--- src/rtl/core/cda_pkg.sv ---
// ----------------------------------------------------------------------------
// cda_pkg
// Shared types, unit codes and calendar helpers for the date adder core.
// ----------------------------------------------------------------------------
package cda_pkg;

    localparam logic [2:0] KIND_DAYS    = 3'd0;
    localparam logic [2:0] KIND_WEEKS   = 3'd1;
    localparam logic [2:0] KIND_MONTHS  = 3'd2;
    localparam logic [2:0] KIND_YEARS   = 3'd3;
    localparam logic [2:0] KIND_DECADES = 3'd4;

    localparam int MONTHS_PER_YEAR = 12;
    localparam int YEAR_CYCLE      = 400;
    localparam int CENTURY         = 100;
    localparam int DIV_STEPS       = 2;

    // Reciprocals for the constant divider: q = (x * RECIP) >> SHIFT,
    // exact for a 15-bit year over 400 and an 11-bit month index over 12
    localparam int YEAR_RECIP  = 41944;
    localparam int YEAR_SHIFT  = 24;
    localparam int MONTH_RECIP = 2731;
    localparam int MONTH_SHIFT = 15;

    localparam logic [3:0] MONTH_FEB  = 4'd2;
    localparam logic [3:0] MONTH_DEC  = 4'd12;
    localparam logic [4:0] DAY_LEAP   = 5'd29;
    localparam logic [4:0] DAY_COMMON = 5'd28;

    localparam logic [4:0] MONTH_LEN [MONTHS_PER_YEAR] = '{
        5'd31, 5'd28, 5'd31, 5'd30, 5'd31, 5'd30,
        5'd31, 5'd31, 5'd30, 5'd31, 5'd30, 5'd31
    };

    // Commands from the controller to the datapath
    typedef struct packed {
        logic load;         // capture an input beat, start year / 400
        logic div_step;     // one stage of the reciprocal divider
        logic div_idx;      // start month index / 12
        logic check;        // validate the start date, set up day count
        logic day_step;     // advance by one month-sized jump or finish
        logic month_apply;  // fold quotient into the year, month from remainder, start year / 400
        logic clamp;        // clamp day to the length of the final month
        logic year_apply;   // add years or decades, move Feb 29 to Feb 28
        logic out_load;     // move the result into the output register
    } cda_cmd_t;

    // Status from the datapath to the controller
    typedef struct packed {
        logic       bad_now;
        logic [2:0] kind;
        logic       days_zero;
    } cda_status_t;

    // Leap year from the year's remainder modulo 400
    function automatic logic is_leap(input logic [8:0] r400);
        logic cent;
        cent = (r400 == 9'(CENTURY)) || (r400 == 9'(2 * CENTURY)) ||
               (r400 == 9'(3 * CENTURY));
        return (r400[1:0] == 2'b00) && !cent;
    endfunction

    function automatic logic [4:0] days_in(input logic [3:0] m, input logic leap);
        logic [4:0] len;
        if (m == 4'd0 || m > 4'(MONTHS_PER_YEAR)) begin
            len = 5'd0;
        end else if (m == MONTH_FEB) begin
            len = leap ? DAY_LEAP : DAY_COMMON;
        end else begin
            len = MONTH_LEN[m - 4'd1];
        end
        return len;
    endfunction

endpackage

--- src/rtl/core/cda_datapath.sv ---
// ----------------------------------------------------------------------------
// cda_datapath
// Date registers, constant divider (by 400 or 12) and the date step logic.
// ----------------------------------------------------------------------------
module cda_datapath
    import cda_pkg::*;
(
    input  logic        aclk,
    input  cda_cmd_t    cmd,
    output cda_status_t status,
    input  logic [2:0]  in_kind,
    input  logic [4:0]  in_day,
    input  logic [3:0]  in_month,
    input  logic [13:0] in_year,
    input  logic [9:0]  in_amount,
    output logic [4:0]  out_day,
    output logic [3:0]  out_month,
    output logic [14:0] out_year,
    output logic        out_bad
);

    logic [2:0]  kind_reg;
    logic [4:0]  d_reg;
    logic [3:0]  m_reg;
    logic [14:0] y_reg;
    logic [9:0]  n_reg;
    logic        bad_reg;
    logic [12:0] rem_reg;
    logic [14:0] dq_reg;
    logic [6:0]  qt_reg;
    logic [8:0]  dr_reg;
    logic        sel12_reg;

    logic [4:0]  out_day_reg;
    logic [3:0]  out_month_reg;
    logic [14:0] out_year_reg;
    logic        out_bad_reg;

    logic [4:0]  len;
    logic        bad_now;
    logic [9:0]  divisor;
    logic [30:0] y_prod;
    logic [22:0] m_prod;
    logic [6:0]  quot;
    logic [14:0] div_prod;
    logic [14:0] div_rem;
    logic [4:0]  gap;
    logic [14:0] y_month;
    logic [13:0] year_add;
    logic [12:0] weeks_days;
    logic [10:0] month_idx;

    // dr_reg holds the year mod 400 in the check, day and clamp steps
    assign len     = days_in(m_reg, is_leap(dr_reg));
    assign bad_now = (len == 5'd0) || (d_reg == 5'd0) || (d_reg > len);

    // Stage one: quotient by reciprocal multiply; stage two: remainder
    assign divisor  = sel12_reg ? 10'(MONTHS_PER_YEAR) : 10'(YEAR_CYCLE);
    assign y_prod   = {16'd0, dq_reg} * 31'(YEAR_RECIP);
    assign m_prod   = {12'd0, dq_reg[10:0]} * 23'(MONTH_RECIP);
    assign quot     = sel12_reg ? m_prod[MONTH_SHIFT +: 7] : y_prod[YEAR_SHIFT +: 7];
    assign div_prod = {8'd0, qt_reg} * {5'd0, divisor};
    assign div_rem  = dq_reg - div_prod;

    assign gap        = len - d_reg;
    assign y_month    = y_reg + {8'd0, qt_reg};
    assign year_add   = (kind_reg == KIND_DECADES) ?
                        ({1'b0, n_reg, 3'b000} + {3'b000, n_reg, 1'b0}) : {4'd0, n_reg};
    assign weeks_days = {n_reg, 3'b000} - {3'b000, n_reg};
    assign month_idx  = {7'd0, m_reg - 4'd1} + {1'b0, n_reg};

    always_ff @(posedge aclk) begin
        if (cmd.load) begin
            kind_reg  <= in_kind;
            d_reg     <= in_day;
            m_reg     <= in_month;
            y_reg     <= {1'b0, in_year};
            n_reg     <= in_amount;
            dq_reg    <= {1'b0, in_year};
            dr_reg    <= 9'd0;
            sel12_reg <= 1'b0;
        end
        if (cmd.div_step) begin
            qt_reg <= quot;
            dr_reg <= div_rem[8:0];
        end
        if (cmd.check) begin
            bad_reg <= bad_now;
            rem_reg <= (kind_reg == KIND_WEEKS) ? weeks_days : {3'd0, n_reg};
        end
        if (cmd.div_idx) begin
            dq_reg    <= {4'd0, month_idx};
            dr_reg    <= 9'd0;
            sel12_reg <= 1'b1;
        end
        if (cmd.day_step) begin
            if (rem_reg <= {8'd0, gap}) begin
                d_reg   <= d_reg + rem_reg[4:0];
                rem_reg <= 13'd0;
            end else begin
                rem_reg <= rem_reg - {8'd0, gap} - 13'd1;
                d_reg   <= 5'd1;
                if (m_reg == MONTH_DEC) begin
                    m_reg  <= 4'd1;
                    y_reg  <= y_reg + 15'd1;
                    dr_reg <= (dr_reg == 9'(YEAR_CYCLE - 1)) ? 9'd0 : dr_reg + 9'd1;
                end else begin
                    m_reg <= m_reg + 4'd1;
                end
            end
        end
        if (cmd.month_apply) begin
            y_reg     <= y_month;
            m_reg     <= dr_reg[3:0] + 4'd1;
            dq_reg    <= y_month;
            dr_reg    <= 9'd0;
            sel12_reg <= 1'b0;
        end
        if (cmd.clamp) begin
            if (d_reg > len) begin
                d_reg <= len;
            end
        end
        if (cmd.year_apply) begin
            y_reg <= y_reg + {1'b0, year_add};
            if (n_reg != 10'd0 && m_reg == MONTH_FEB && d_reg == DAY_LEAP) begin
                d_reg <= DAY_COMMON;
            end
        end
        if (cmd.out_load) begin
            out_day_reg   <= d_reg;
            out_month_reg <= m_reg;
            out_year_reg  <= y_reg;
            out_bad_reg   <= bad_reg;
        end
    end

    assign status.bad_now   = bad_now;
    assign status.kind      = kind_reg;
    assign status.days_zero = (rem_reg == 13'd0);

    assign out_day   = out_day_reg;
    assign out_month = out_month_reg;
    assign out_year  = out_year_reg;
    assign out_bad   = out_bad_reg;

endmodule

--- src/rtl/core/cda_ctrl.sv ---
// ----------------------------------------------------------------------------
// cda_ctrl
// Sequencer for one request at a time: divide, check, step, deliver.
// ----------------------------------------------------------------------------
module cda_ctrl
    import cda_pkg::*;
(
    input  logic        aclk,
    input  logic        aresetn,
    input  logic        s_tvalid,
    output logic        s_tready,
    output logic        m_tvalid,
    input  logic        m_tready,
    input  cda_status_t status,
    output cda_cmd_t    cmd
);

    typedef enum logic [3:0] {
        ST_IDLE,
        ST_DIV_Y1,
        ST_CHECK,
        ST_DAYS,
        ST_DIV_M,
        ST_MAPPLY,
        ST_DIV_Y2,
        ST_CLAMP,
        ST_YEARS,
        ST_OUT
    } state_t;

    state_t     state_reg, state_next;
    logic [3:0] cnt_reg, cnt_next;
    logic       m_valid_reg, m_valid_next;
    logic       div_last;

    assign div_last = (cnt_reg == 4'(DIV_STEPS - 1));

    always_comb begin
        state_next   = state_reg;
        cnt_next     = cnt_reg;
        m_valid_next = m_valid_reg;
        cmd          = '0;
        if (m_valid_reg && m_tready) begin
            m_valid_next = 1'b0;
        end
        case (state_reg)
            ST_IDLE: begin
                if (s_tvalid) begin
                    cmd.load   = 1'b1;
                    cnt_next   = 4'd0;
                    state_next = ST_DIV_Y1;
                end
            end
            ST_DIV_Y1, ST_DIV_M, ST_DIV_Y2: begin
                cmd.div_step = 1'b1;
                cnt_next     = cnt_reg + 4'd1;
                if (div_last) begin
                    cnt_next = 4'd0;
                    case (state_reg)
                        ST_DIV_Y1: state_next = ST_CHECK;
                        ST_DIV_M:  state_next = ST_MAPPLY;
                        default:   state_next = ST_CLAMP;
                    endcase
                end
            end
            ST_CHECK: begin
                cmd.check = 1'b1;
                if (status.bad_now) begin
                    state_next = ST_OUT;
                end else begin
                    case (status.kind)
                        KIND_DAYS, KIND_WEEKS: state_next = ST_DAYS;
                        KIND_MONTHS: begin
                            cmd.div_idx = 1'b1;
                            state_next  = ST_DIV_M;
                        end
                        KIND_YEARS, KIND_DECADES: state_next = ST_YEARS;
                        default: state_next = ST_OUT;
                    endcase
                end
            end
            ST_DAYS: begin
                if (status.days_zero) begin
                    state_next = ST_OUT;
                end else begin
                    cmd.day_step = 1'b1;
                end
            end
            ST_MAPPLY: begin
                cmd.month_apply = 1'b1;
                state_next      = ST_DIV_Y2;
            end
            ST_CLAMP: begin
                cmd.clamp  = 1'b1;
                state_next = ST_OUT;
            end
            ST_YEARS: begin
                cmd.year_apply = 1'b1;
                state_next     = ST_OUT;
            end
            ST_OUT: begin
                // hold the result until the output register is free
                if (!m_valid_reg || m_tready) begin
                    cmd.out_load = 1'b1;
                    m_valid_next = 1'b1;
                    state_next   = ST_IDLE;
                end
            end
            default: state_next = ST_IDLE;
        endcase
    end

    always_ff @(posedge aclk) begin
        if (!aresetn) begin
            state_reg   <= ST_IDLE;
            cnt_reg     <= 4'd0;
            m_valid_reg <= 1'b0;
        end else begin
            state_reg   <= state_next;
            cnt_reg     <= cnt_next;
            m_valid_reg <= m_valid_next;
        end
    end

    assign s_tready = (state_reg == ST_IDLE);
    assign m_tvalid = m_valid_reg;

endmodule

--- src/rtl/core/calendar_date_adder_core.sv ---
// ----------------------------------------------------------------------------
// calendar_date_adder_core
// Adds days, weeks, months, years or decades to a Gregorian date.
// ----------------------------------------------------------------------------
// Usage:
//   Slave channel: one beat per request, the start date and amount in
//   s_tdata, the unit code in s_tuser. Master channel: one beat per request,
//   the advanced date in m_tdata, the invalid-date flag in m_tuser. An
//   invalid start date comes back unchanged with the flag set.
//   One request is in flight at a time; s_tready is high only while idle.
//   The result passes through a two-stage reciprocal divider and, for days
//   and weeks, a month-jump loop that steps one month boundary at a time.
//   The next request is taken at the earliest at the edge where the result
//   can first be taken.
//   A stalled receiver holds the result in the output register; a finished
//   next result waits until that register is taken.
//   Reset (aresetn low, synchronous) returns to idle and drops m_tvalid.
// ----------------------------------------------------------------------------
module calendar_date_adder_core
    import cda_pkg::*;
(
    input  logic        aclk,
    input  logic        aresetn,
    input  logic        s_tvalid,
    output logic        s_tready,
    input  logic [39:0] s_tdata,  // day[4:0] month[8:5] year[22:9] amount[32:23], zero pad
    input  logic [2:0]  s_tuser,  // kind[2:0]
    output logic        m_tvalid,
    input  logic        m_tready,
    output logic [23:0] m_tdata,  // new_day[4:0] new_month[8:5] new_year[23:9]
    output logic        m_tuser   // bad_date[0]
);

    cda_cmd_t    cmd;
    cda_status_t status;
    logic [4:0]  out_day;
    logic [3:0]  out_month;
    logic [14:0] out_year;

    cda_ctrl u_ctrl (
        .aclk     (aclk),
        .aresetn  (aresetn),
        .s_tvalid (s_tvalid),
        .s_tready (s_tready),
        .m_tvalid (m_tvalid),
        .m_tready (m_tready),
        .status   (status),
        .cmd      (cmd)
    );

    cda_datapath u_dp (
        .aclk      (aclk),
        .cmd       (cmd),
        .status    (status),
        .in_kind   (s_tuser),
        .in_day    (s_tdata[4:0]),
        .in_month  (s_tdata[8:5]),
        .in_year   (s_tdata[22:9]),
        .in_amount (s_tdata[32:23]),
        .out_day   (out_day),
        .out_month (out_month),
        .out_year  (out_year),
        .out_bad   (m_tuser)
    );

    assign m_tdata = {out_year, out_month, out_day};

endmodule

--- config.mk ---
export PLATFORM = sky130hd
export DESIGN_NAME = calendar_date_adder_core
export DESIGN_NICKNAME = d
export VERILOG_FILES = /design/src/rtl/core/cda_pkg.sv /design/src/rtl/core/cda_datapath.sv /design/src/rtl/core/cda_ctrl.sv /design/src/rtl/core/calendar_date_adder_core.sv
export SDC_FILE = /design/constraint.sdc
export NUM_CORES = 1
export LEC_CHECK = 0
export BUFFER_PORTS_ARGS = -buffer_cell sky130_fd_sc_hd__buf_2
export CORE_UTILIZATION = 65
export DETAILED_ROUTE_END_ITERATION = 8
export HOLD_SLACK_MARGIN = 0.03
export PLACE_DENSITY = 0.84
export REMOVE_ABC_BUFFERS = 1
export SYNTH_ARGS = -nofsm -noshare
export SYNTH_HDL_FRONTEND = slang
export SYNTH_SLANG_ARGS = --single-unit
--- constraint.sdc ---
create_clock -name aclk -period 8.5 [get_ports aclk]
set_clock_uncertainty 0.15 [all_clocks]
set_input_delay 0.85 -clock aclk [delete_from_list [all_inputs] [get_ports aclk]]
set_output_delay 0.85 -clock aclk [all_outputs]
set_load 0.03 [all_outputs]
; Word-level counts from Yosys, hierarchy flattened
; Memories as Yosys holds them, arrays and structs flattened.
; Cells that the tools add are included.
[totals]
mem_count = 1
mem_bits_ro = 80
word_cells = 167
out_inout_bits = 27
register_bits = 117
input_bits = 47
[op_classes]
n_addsub = 16
mux = 69
magnitude_cmp = 4
n_eq_ne = 25
n_reduce_logical = 30
mul = 3
bitwise = 1
[memory_table]
columns = name, words, width, rd, rd_ports_with_merged_regs, write_ports, line
row1 = (name not given), 16, 5, 1, 0, 0, cda_pkg.sv:70  ; len = MONTH_LEN[m - 4'd1];
[ops]
columns = cell, count
row1 = $mux W15, 9
row2 = $mux W9, 8
row3 = $mux W5, 11
row4 = $mux W13, 4
row5 = $mux W4, 12
row6 = $mul A15 B13 Y28 const B, 1
row7 = $pmux W4 S7, 1
row8 = $mul A11 B12 Y22 const B, 1
row9 = $eq A9 B9 Y1 const B, 2
row10 = $mux W1, 18
row11 = $eq A4 B3 Y1 const B, 4
row12 = $add A15 B1 Y15 const B, 1
row13 = $add A15 B14 Y15, 1
row14 = $add A15 B7 Y15, 1
row15 = $add A13 B11 Y14, 1
row16 = $mux W14, 1
row17 = $le A13 B5 Y1, 1
row18 = $logic_not A13 Y1, 1
row19 = $sub A13 B1 Y13 const B, 1
row20 = $sub A13 B10 Y13, 1
row21 = $sub A13 B5 Y13, 1
row22 = $add A4 B1 Y4 const B, 3
row23 = $eq A4 B2 Y1 const B, 3
row24 = $eq A4 B4 Y1 const B, 3
row25 = other kinds (39), 58

; Logic depth before layout (Yosys ltp)
; Gate-level depths: netlist of the first run.
[logic_depth]
word_depth = 17
ltp_mapped = 24

; By module
; Synthesis of the first run repeated with hierarchy kept, for this count alone.
[hier_totals]
cells_unflattened = 1569
hier_area_um2 = 14662.8
[by_module_without_submodules]
columns = mod, cells_per_inst, area_per_inst_um2, seq_area_each_um2, instances
row1 = cda_datapath, 1488, 13998.4, 2902.8, 1
row2 = cda_ctrl, 81, 664.4, 180.2, 1

; Least setup slack after synthesis of the first run
; No wires, ideal clock.
[synth_path]
path_kind = register to register
startpoint = register u_dp.dq_reg[8]
endpoint = register u_dp.qt_reg[6] (data pin)
t_arrival_ns = 4.690
path_slack_ns = 3.387
n_path_buf = 0
t_required_ns = 8.078
stages_incl_launch_ff = 18
path_cell_list = edfxtp_1 ha_1 inv_1 fa_1 inv_1 fa_1 inv_1 fa_1 fa_1 inv_1 ha_1 nand4_1 a211oi_1 a211oi_1 o31ai_1 o21a_1 a211o_1 o221ai_1
[synth_between]
elab_chain_cells = 2
elab_cells_between_ends = 3
[synth_rtl]
columns = element, line
row1 = start: declaration, cda_datapath.sv:29  ; logic [14:0] dq_reg;
row2 = start signal: assignment, cda_datapath.sv:79  ; dq_reg <= {1'b0, in_year};
row3 = start signal: assignment, cda_datapath.sv:92  ; dq_reg <= {4'd0, month_idx};
row4 = start signal: assignment, cda_datapath.sv:115  ; dq_reg <= y_month;
row5 = $mul A15 B13 Y28 or $mul A11 B12 Y22 (tied branches), "cda_datapath.sv:59, cda_datapath.sv:60"
row6 = $mux W7 *, cda_datapath.sv:61  ; assign quot = sel12_reg ? m_prod[MONTH_SHIFT +: 7] : y_prod[YEAR_SHIFT +: 7];
row7 = net u_dp.quot[6], cda_datapath.sv:44  ; logic [6:0] quot;
row8 = end signal: assignment, cda_datapath.sv:84  ; qt_reg <= quot;
row9 = end: declaration, cda_datapath.sv:30  ; logic [6:0] qt_reg;
; The timed path passes the listed nets; every way through them passes the cells marked *.
; A chain may end at the register's enable or synchronous reset.

; Worst setup path after layout of the first run
[layout_path]
startpoint = register u_dp.dq_reg[8]
endpoint = register u_dp.qt_reg[5] (data pin)
; The elaborated chain is that of the path after synthesis.

==> impl_metrics.py, run 1 <==
metrics = {
    "synthesis": {
        "ys_seq_area_share_pct": 20.9,
        "synth-edff-count": 74,
        "yosys_most_used_dff": "edfxtp_1",
        "synth_area_leader_cell": "ha_1",
        "syn-cell-area_mm2": 0.0147,
        "synth_top_area_share_pct": 20.9,
        "ys_types": 89,
        "avgSynthCellArea_um2": 9.38,
        "synth_top_cells_by_area": "ha_1, fa_1, edfxtp_1, dfxtp_1, inv_1",
        "synth_seq_cells": 117,
        "syn_inst": 1569,
        "yosys_warnings": 0,
        "async_flop_share_pct": 0,
    },
    "timing": {
        "worst_pin_slew_ps": 890,
        "setup_tns_ps": 0,
        "min_period_ps": 6030,
        "grt_setup_unrepaired": "false",
        "hold_viol_final": 0,
        "slew_viol_final": 0,
        "fin_ws_ps": 2470,
        "max_freq_mhz": 166,
        "timing.final.crit_share_pct": 71.0,
        "setup_viol": 0,
        "relSlewSlack_pct": 40.5,
    },
    "placement": {
        "place_ws_ps": 2460,
        "place_area_mm2": 0.0153,
        "dp_hpwl_um": 28000,
        "gp_congestion": 0.919,
        "io_buffers": 66,
    },
    "global_route": {
        "grt_use_total_pct": 31.7,
        "grt_remaining_overflow": 0,
        "grt_pass1_wl_um": 59300,
        "grt_start_max_net_pins": 41,
        "antenna_found_initial": 0,
        "grt_pass1_vias": 12372,
    },
    "worst_setup_path": {
        "cpMaxStageDelayCell": "edfxtp_1",
        "cp_max_fo": 9,
        "r2r_slack_ps": 2470,
        "worstReg2RegEnd": "u_dp.qt_reg[5]$_DFFE_PN_",
        "cp.required_ps": 8480,
        "crit_path_cell_trace": "ha_1 > inv_1 > fa_1 > inv_1 > fa_1 > inv_1 > fa_1 > fa_1 > inv_1 > ha_1 > a211oi_1 > nor2_1 > a211oi_1 > o31ai_1 > o211ai_1 > nor4b_1 > a211oi_1",
        "crit_arrival_ps": 6010,
        "slowest_delay_ps": 640,
        "r2r-start": "u_dp.dq_reg[8]$_DFFE_PP_",
        "worstSetupStartpointType": "register",
        "reg2reg_depth": 17,
        "cp-end-kind": "register",
        "critical_path_class": "reg2reg",
    },
    "hold_path": {
        "holdPathEnd": "u_dp.out_bad$_DFFE_PP_",
        "hold_start": "u_dp.bad_reg$_DFFE_PP_",
        "hp-class": "reg2reg",
        "holdPathStages": 0,
    },
    "final_layout": {
        "nets": 2030,
        "nFillCells": 1608,
        "syn2layout_area_growth_pct": 7.78,
        "drive_gt1_share_pct": 8.51,
        "antenna_cells": 0,
        "postLayoutCellArea_mm2": 0.0159,
    },
    "clock_network": {
        "tritoncts": "done",
        "clockBufferDepth": 2,
        "clockRootBuffer": "clkbuf_16",
        "post_cts_buffers": 0,
        "cts_made_buffers": 17,
        "clkSinkCount": 117,
        "cts.htree.levels": 4,
        "insertion_delay_ps": 430,
        "cts.clk_slew.worst_paths_ps": 60,
        "cts-hold-fix-buffers": 0,
        "cts-resized-gates": 0,
    },
    "die": {
        "dieArea_mm2": 0.0232,
        "num_io_pins": 74,
        "std_cell_rows": 54,
        "die_w_um": 152,
        "start_util_pct": 66.8,
        "die_y_um": 152,
        "core_region_area_mm2": 0.0220,
    },
    "detailed_routing": {
        "wire_per_inst_um": 18.5,
        "vias": 11906,
        "via_per_inst": 6.22,
        "drtIter0Drc": 777,
        "dr.pass1.iters": 7,
        "wirelength_um": 35300,
        "detail_route.drc_violations": 1,
        "drtAntennaViolNets": 0,
    },
    "status": {
        "violations": "design-rule violations",
        "outcome": "finished, violations left",
    },
    "job": {
        "maxCapViolCount": 0,
    },
}
## Yosys cell counts (16+ instances only)
cell and instances:
a211oi_1 18, a21o_1 23, a21oi_1 75, a31oi_1 20
clkbuf_1 24, dfxtp_1 43, edfxtp_1 74, fa_1 117
ha_1 246, inv_1 228, mux2i_1 22, nand2_1 98
nand2b_1 16, nand3_1 33, nor2_1 80, nor3_1 30
o211ai_1 16, o21a_1 17, o21ai_0 64, o21ai_1 16
xnor2_1 59, xor2_1 33
## logic make-up (layout without fill, tap and decap cells)
group,Yosys count,in the layout,synth area share [%]
xor+xnor,92,92,5.48
buf+inv,270,334,7.18
simple gates,351,351,11.9
mux,28,28,1.96
compound gates,347,347,15.7
flops,117,117,20.9
fa+ha+maj,363,363,36.8
other cells,1,1,0.0255
## stage by stage
step                      hold slack, ps  std cells  util, %
after detailed placement             268       1881     69.3
after global placement               256       1881     69.3
after CTS                            282       1913     72.0
after floorplan                      250       1528        -
after global routing                 301       1913     72.0
final                                281       1913     72.0
## layer usage
layer	GRT usage [%]	up-vias	wire length, um
li1	-	5617	-
met2	58.1	459	18100
met1	37.4	5711	14200
met4	14.2	0	1410
met3	3.64	119	1640
met5	0	-	0
## worst max path at each step
stage / depth (start not counted) / end / from
detailed placement: 17 / u_dp.qt_reg[5]$_DFFE_PN_ / u_dp.dq_reg[7]$_DFFE_PP_
global route: 17 / u_dp.qt_reg[5]$_DFFE_PN_ / u_dp.dq_reg[7]$_DFFE_PP_
finish: 17 / u_dp.qt_reg[5]$_DFFE_PN_ / u_dp.dq_reg[8]$_DFFE_PP_
global placement: 17 / u_dp.qt_reg[5]$_DFFE_PN_ / u_dp.dq_reg[7]$_DFFE_PP_
floorplan: 17 / u_dp.qt_reg[6]$_DFFE_PN_ / u_dp.dq_reg[8]$_DFFE_PP_
CTS: 17 / u_dp.qt_reg[5]$_DFFE_PN_ / u_dp.dq_reg[7]$_DFFE_PP_
## area by class of cell
class,instances,area [um2],area share [%]
multi-input combinational,1182,10600,66.8
sequential,117,3080,19.4
inverter,229,860,5.42
clock buffer,21,508,3.20
timing repair buffer,73,383,2.41
tap,280,350,2.21
clock inverter,11,86.3,0.544
## cell usage in the layout, fill, tap and decap left out, types with 17 or more instances in the layout
| cell type | instances |
|---|---|
| a211oi_1 | 18 |
| a21o_1 | 23 |
| a21oi_1 | 75 |
| a31oi_1 | 20 |
| buf_2 | 66 |
| clkbuf_16 | 20 |
| dfxtp_1 | 43 |
| edfxtp_1 | 74 |
| fa_1 | 117 |
| ha_1 | 246 |
| inv_1 | 228 |
| mux2i_1 | 22 |
| nand2_1 | 98 |
| nand3_1 | 33 |
| nor2_1 | 80 |
| nor3_1 | 30 |
| o21a_1 | 17 |
| o21ai_0 | 64 |
| xnor2_1 | 59 |
| xor2_1 | 33 |
## critical path, delay by kind of cell, from the launching register on
kind | cells | cell delay [ps]
and+or+nand+nor | 2 | 350
adders and majority gates | 6 | 2810
DFF | 1 | 640
buffers and inverters | 4 | 280
AOI/OAI and AO/OA | 5 | 1490
Power of run 1 is left out: the tool's default activity adds up to more than one toggle a clock period on the data nets, which glitch-free logic cannot reach.
==> run 2, diff against run 1 <==
--- a/config.mk
+++ b/config.mk
@@ -6,10 +6,10 @@
 export NUM_CORES = 1
 export LEC_CHECK = 0
 export BUFFER_PORTS_ARGS = -buffer_cell sky130_fd_sc_hd__buf_2
-export CORE_UTILIZATION = 65
+export CORE_UTILIZATION = 58
 export DETAILED_ROUTE_END_ITERATION = 8
 export HOLD_SLACK_MARGIN = 0.03
-export PLACE_DENSITY = 0.84
+export PLACE_DENSITY = 0.79
 export REMOVE_ABC_BUFFERS = 1
 export SYNTH_ARGS = -nofsm -noshare
 export SYNTH_HDL_FRONTEND = slang
==> constraint.sdc (replaced) <==
create_clock -name aclk -period 5 [get_ports aclk]
set_clock_uncertainty 0.15 [all_clocks]
set_input_delay 0.5 -clock aclk [delete_from_list [all_inputs] [get_ports aclk]]
set_output_delay 0.5 -clock aclk [all_outputs]
set_load 0.03 [all_outputs]
==> impl_metrics.py, run 2 (synthesis results as in run 1) <==
metrics = {
    "placement": {
        "io_buffers": 66,
        "place_area_mm2": 0.0160,
        "dp.cells": 2015,
        "gp_congestion": 0.935,
        "dp_hpwl_um": 29600,
    },
    "timing": {
        "hold_viol_final": 0,
        "timing.final.crit_share_pct": 104,
        "setup_viol": 7,
        "slew_viol_final": 0,
        "grt_setup_unrepaired": "true",
        "max_freq_mhz": 193,
        "min_period_ps": 5190,
        "fin_ws_ps": -189,
        "relSlewSlack_pct": 43.7,
        "worst_pin_slew_ps": 833,
    },
    "clock_network": {
        "insertion_delay_ps": 430,
        "clkSinkCount": 117,
        "tritoncts": "done",
        "cts_made_buffers": 17,
        "cts-hold-fix-buffers": 0,
        "clockRootBuffer": "clkbuf_16",
        "cts.clk_slew.worst_paths_ps": 60,
        "cts.htree.levels": 4,
        "clockBufferDepth": 2,
    },
    "final_layout": {
        "multi_input_area_mm2": 0.0111,
        "regArea_mm2": 0.00309,
        "layout_common_cells": "inv_1, ha_1, fa_1",
        "syn2layout_area_growth_pct": 17.0,
        "nFillCells": 1777,
        "drive_gt1_share_pct": 17.8,
        "fin_util_pct": 70.0,
        "final_common_cell": "inv_1",
        "antenna_cells": 0,
        "postLayoutCellArea_mm2": 0.0172,
        "instances_no_fill": 2063,
        "nets": 2136,
    },
    "detailed_routing": {
        "wire_per_inst_um": 19.1,
        "drtIter0Drc": 925,
        "vias": 12530,
        "detail_route.drc_violations": 0,
        "via_per_inst": 6.07,
        "wirelength_um": 39500,
        "dr.pass1.iters": 6,
        "drtAntennaViolNets": 0,
    },
    "worst_setup_path": {
        "r2r-start": "u_dp.dq_reg[10]$_DFFE_PP_",
        "cp-end-kind": "register",
        "slowest_delay_ps": 620,
        "cp.required_ps": 5010,
        "critical_path_class": "reg2reg",
        "crit_buf_inv": 1,
        "cp_max_fo": 6,
        "cpMostUsedCell": "fa_1",
        "worstSetupStartpointType": "register",
        "cp_top_family": "adder cells",
        "crit_path_cell_trace": "buf_6 > fa_1 > ha_4 > fa_1 > fa_1 > fa_2 > ha_4 > a211oi_4 > o211ai_1 > a211oi_4 > o31ai_4 > o211ai_1 > and4b_1 > o221ai_2",
        "crit_arrival_ps": 5200,
        "cpMaxStageDelayCell": "fa_2",
        "startpoint": "u_dp.dq_reg[10]$_DFFE_PP_",
    },
    "hold_path": {
        "hp-class": "in2reg",
        "hold_start": "s_tuser[2]",
    },
    "status": {
        "violations": "negative setup slack",
        "outcome": "finished, violations left",
    },
    "die": {
        "start_util_pct": 59.8,
        "die_y_um": 161,
        "dieArea_mm2": 0.0260,
        "num_io_pins": 74,
        "core_region_area_mm2": 0.0246,
        "die_w_um": 161,
        "std_cell_rows": 57,
    },
    "global_route": {
        "grt_remaining_overflow": 0,
        "antenna_found_initial": 0,
        "grt_pass1_vias": 12774,
        "grt_use_total_pct": 30.5,
        "grt_start_max_net_pins": 41,
        "grt_pass1_wl_um": 62800,
    },
    "job": {
        "maxCapViolCount": 0,
    },
}
## run 2: cell count changes in the layout (fill, tap and decap cells not counted), sizes merged
cell	delta
clkinv	-5
buf	+106
clkbuf	+1
inv	+4
## run 2: stage by stage
step | setup TNS, ps | hold slack, ps | worst slack (ps)
finish | -948 | 90.8 | -189
global route | -1940 | 80.2 | -415
CTS | 0 | 79.3 | 1.65
detailed placement | -2780 | 302 | -478
global placement | -1280 | 295 | -281
floorplan | -304 | 250 | -115
## run 2: layout make-up
type                    instances  share of cell area [%]
clock buffers                  22                    3.07
clock inverters                10                   0.429
inverters                     229                    4.99
multi-input cells            1182                    64.2
flip-flops and latches        117                    17.9
well taps                     324                    2.36
repair buffers                179                    7.00
## run 2: layer usage
metal	vias up	routed length (um)	track usage [%]
li1	5834	-	-
met1	6073	15900	36.7
met2	484	20000	55.0
met3	139	1860	3.54
met4	0	1700	12.7
met5	-	0	0
## run 2: path summary, 6_finish.rpt
path                           endpoint  slack [ps]  depth (start not counted)
max reg2reg    u_dp.qt_reg[6]$_DFFE_PN_        -190                         14
max            u_dp.qt_reg[6]$_DFFE_PN_        -190                         14
min          u_dp.kind_reg[2]$_DFFE_PP_          90                          1
min reg2reg      u_dp.out_bad$_DFFE_PP_         320                          0
## run 2: repair_timing
action | in CTS | in global routing
pin swaps | 23 | 45
endpoints found under the setup margin | 14 | 49
endpoints found under the hold margin | 0 | 0
buffers inserted | 8 | 9
gates resized for setup | 48 | 50
Power of run 2 is left out for the same reason.
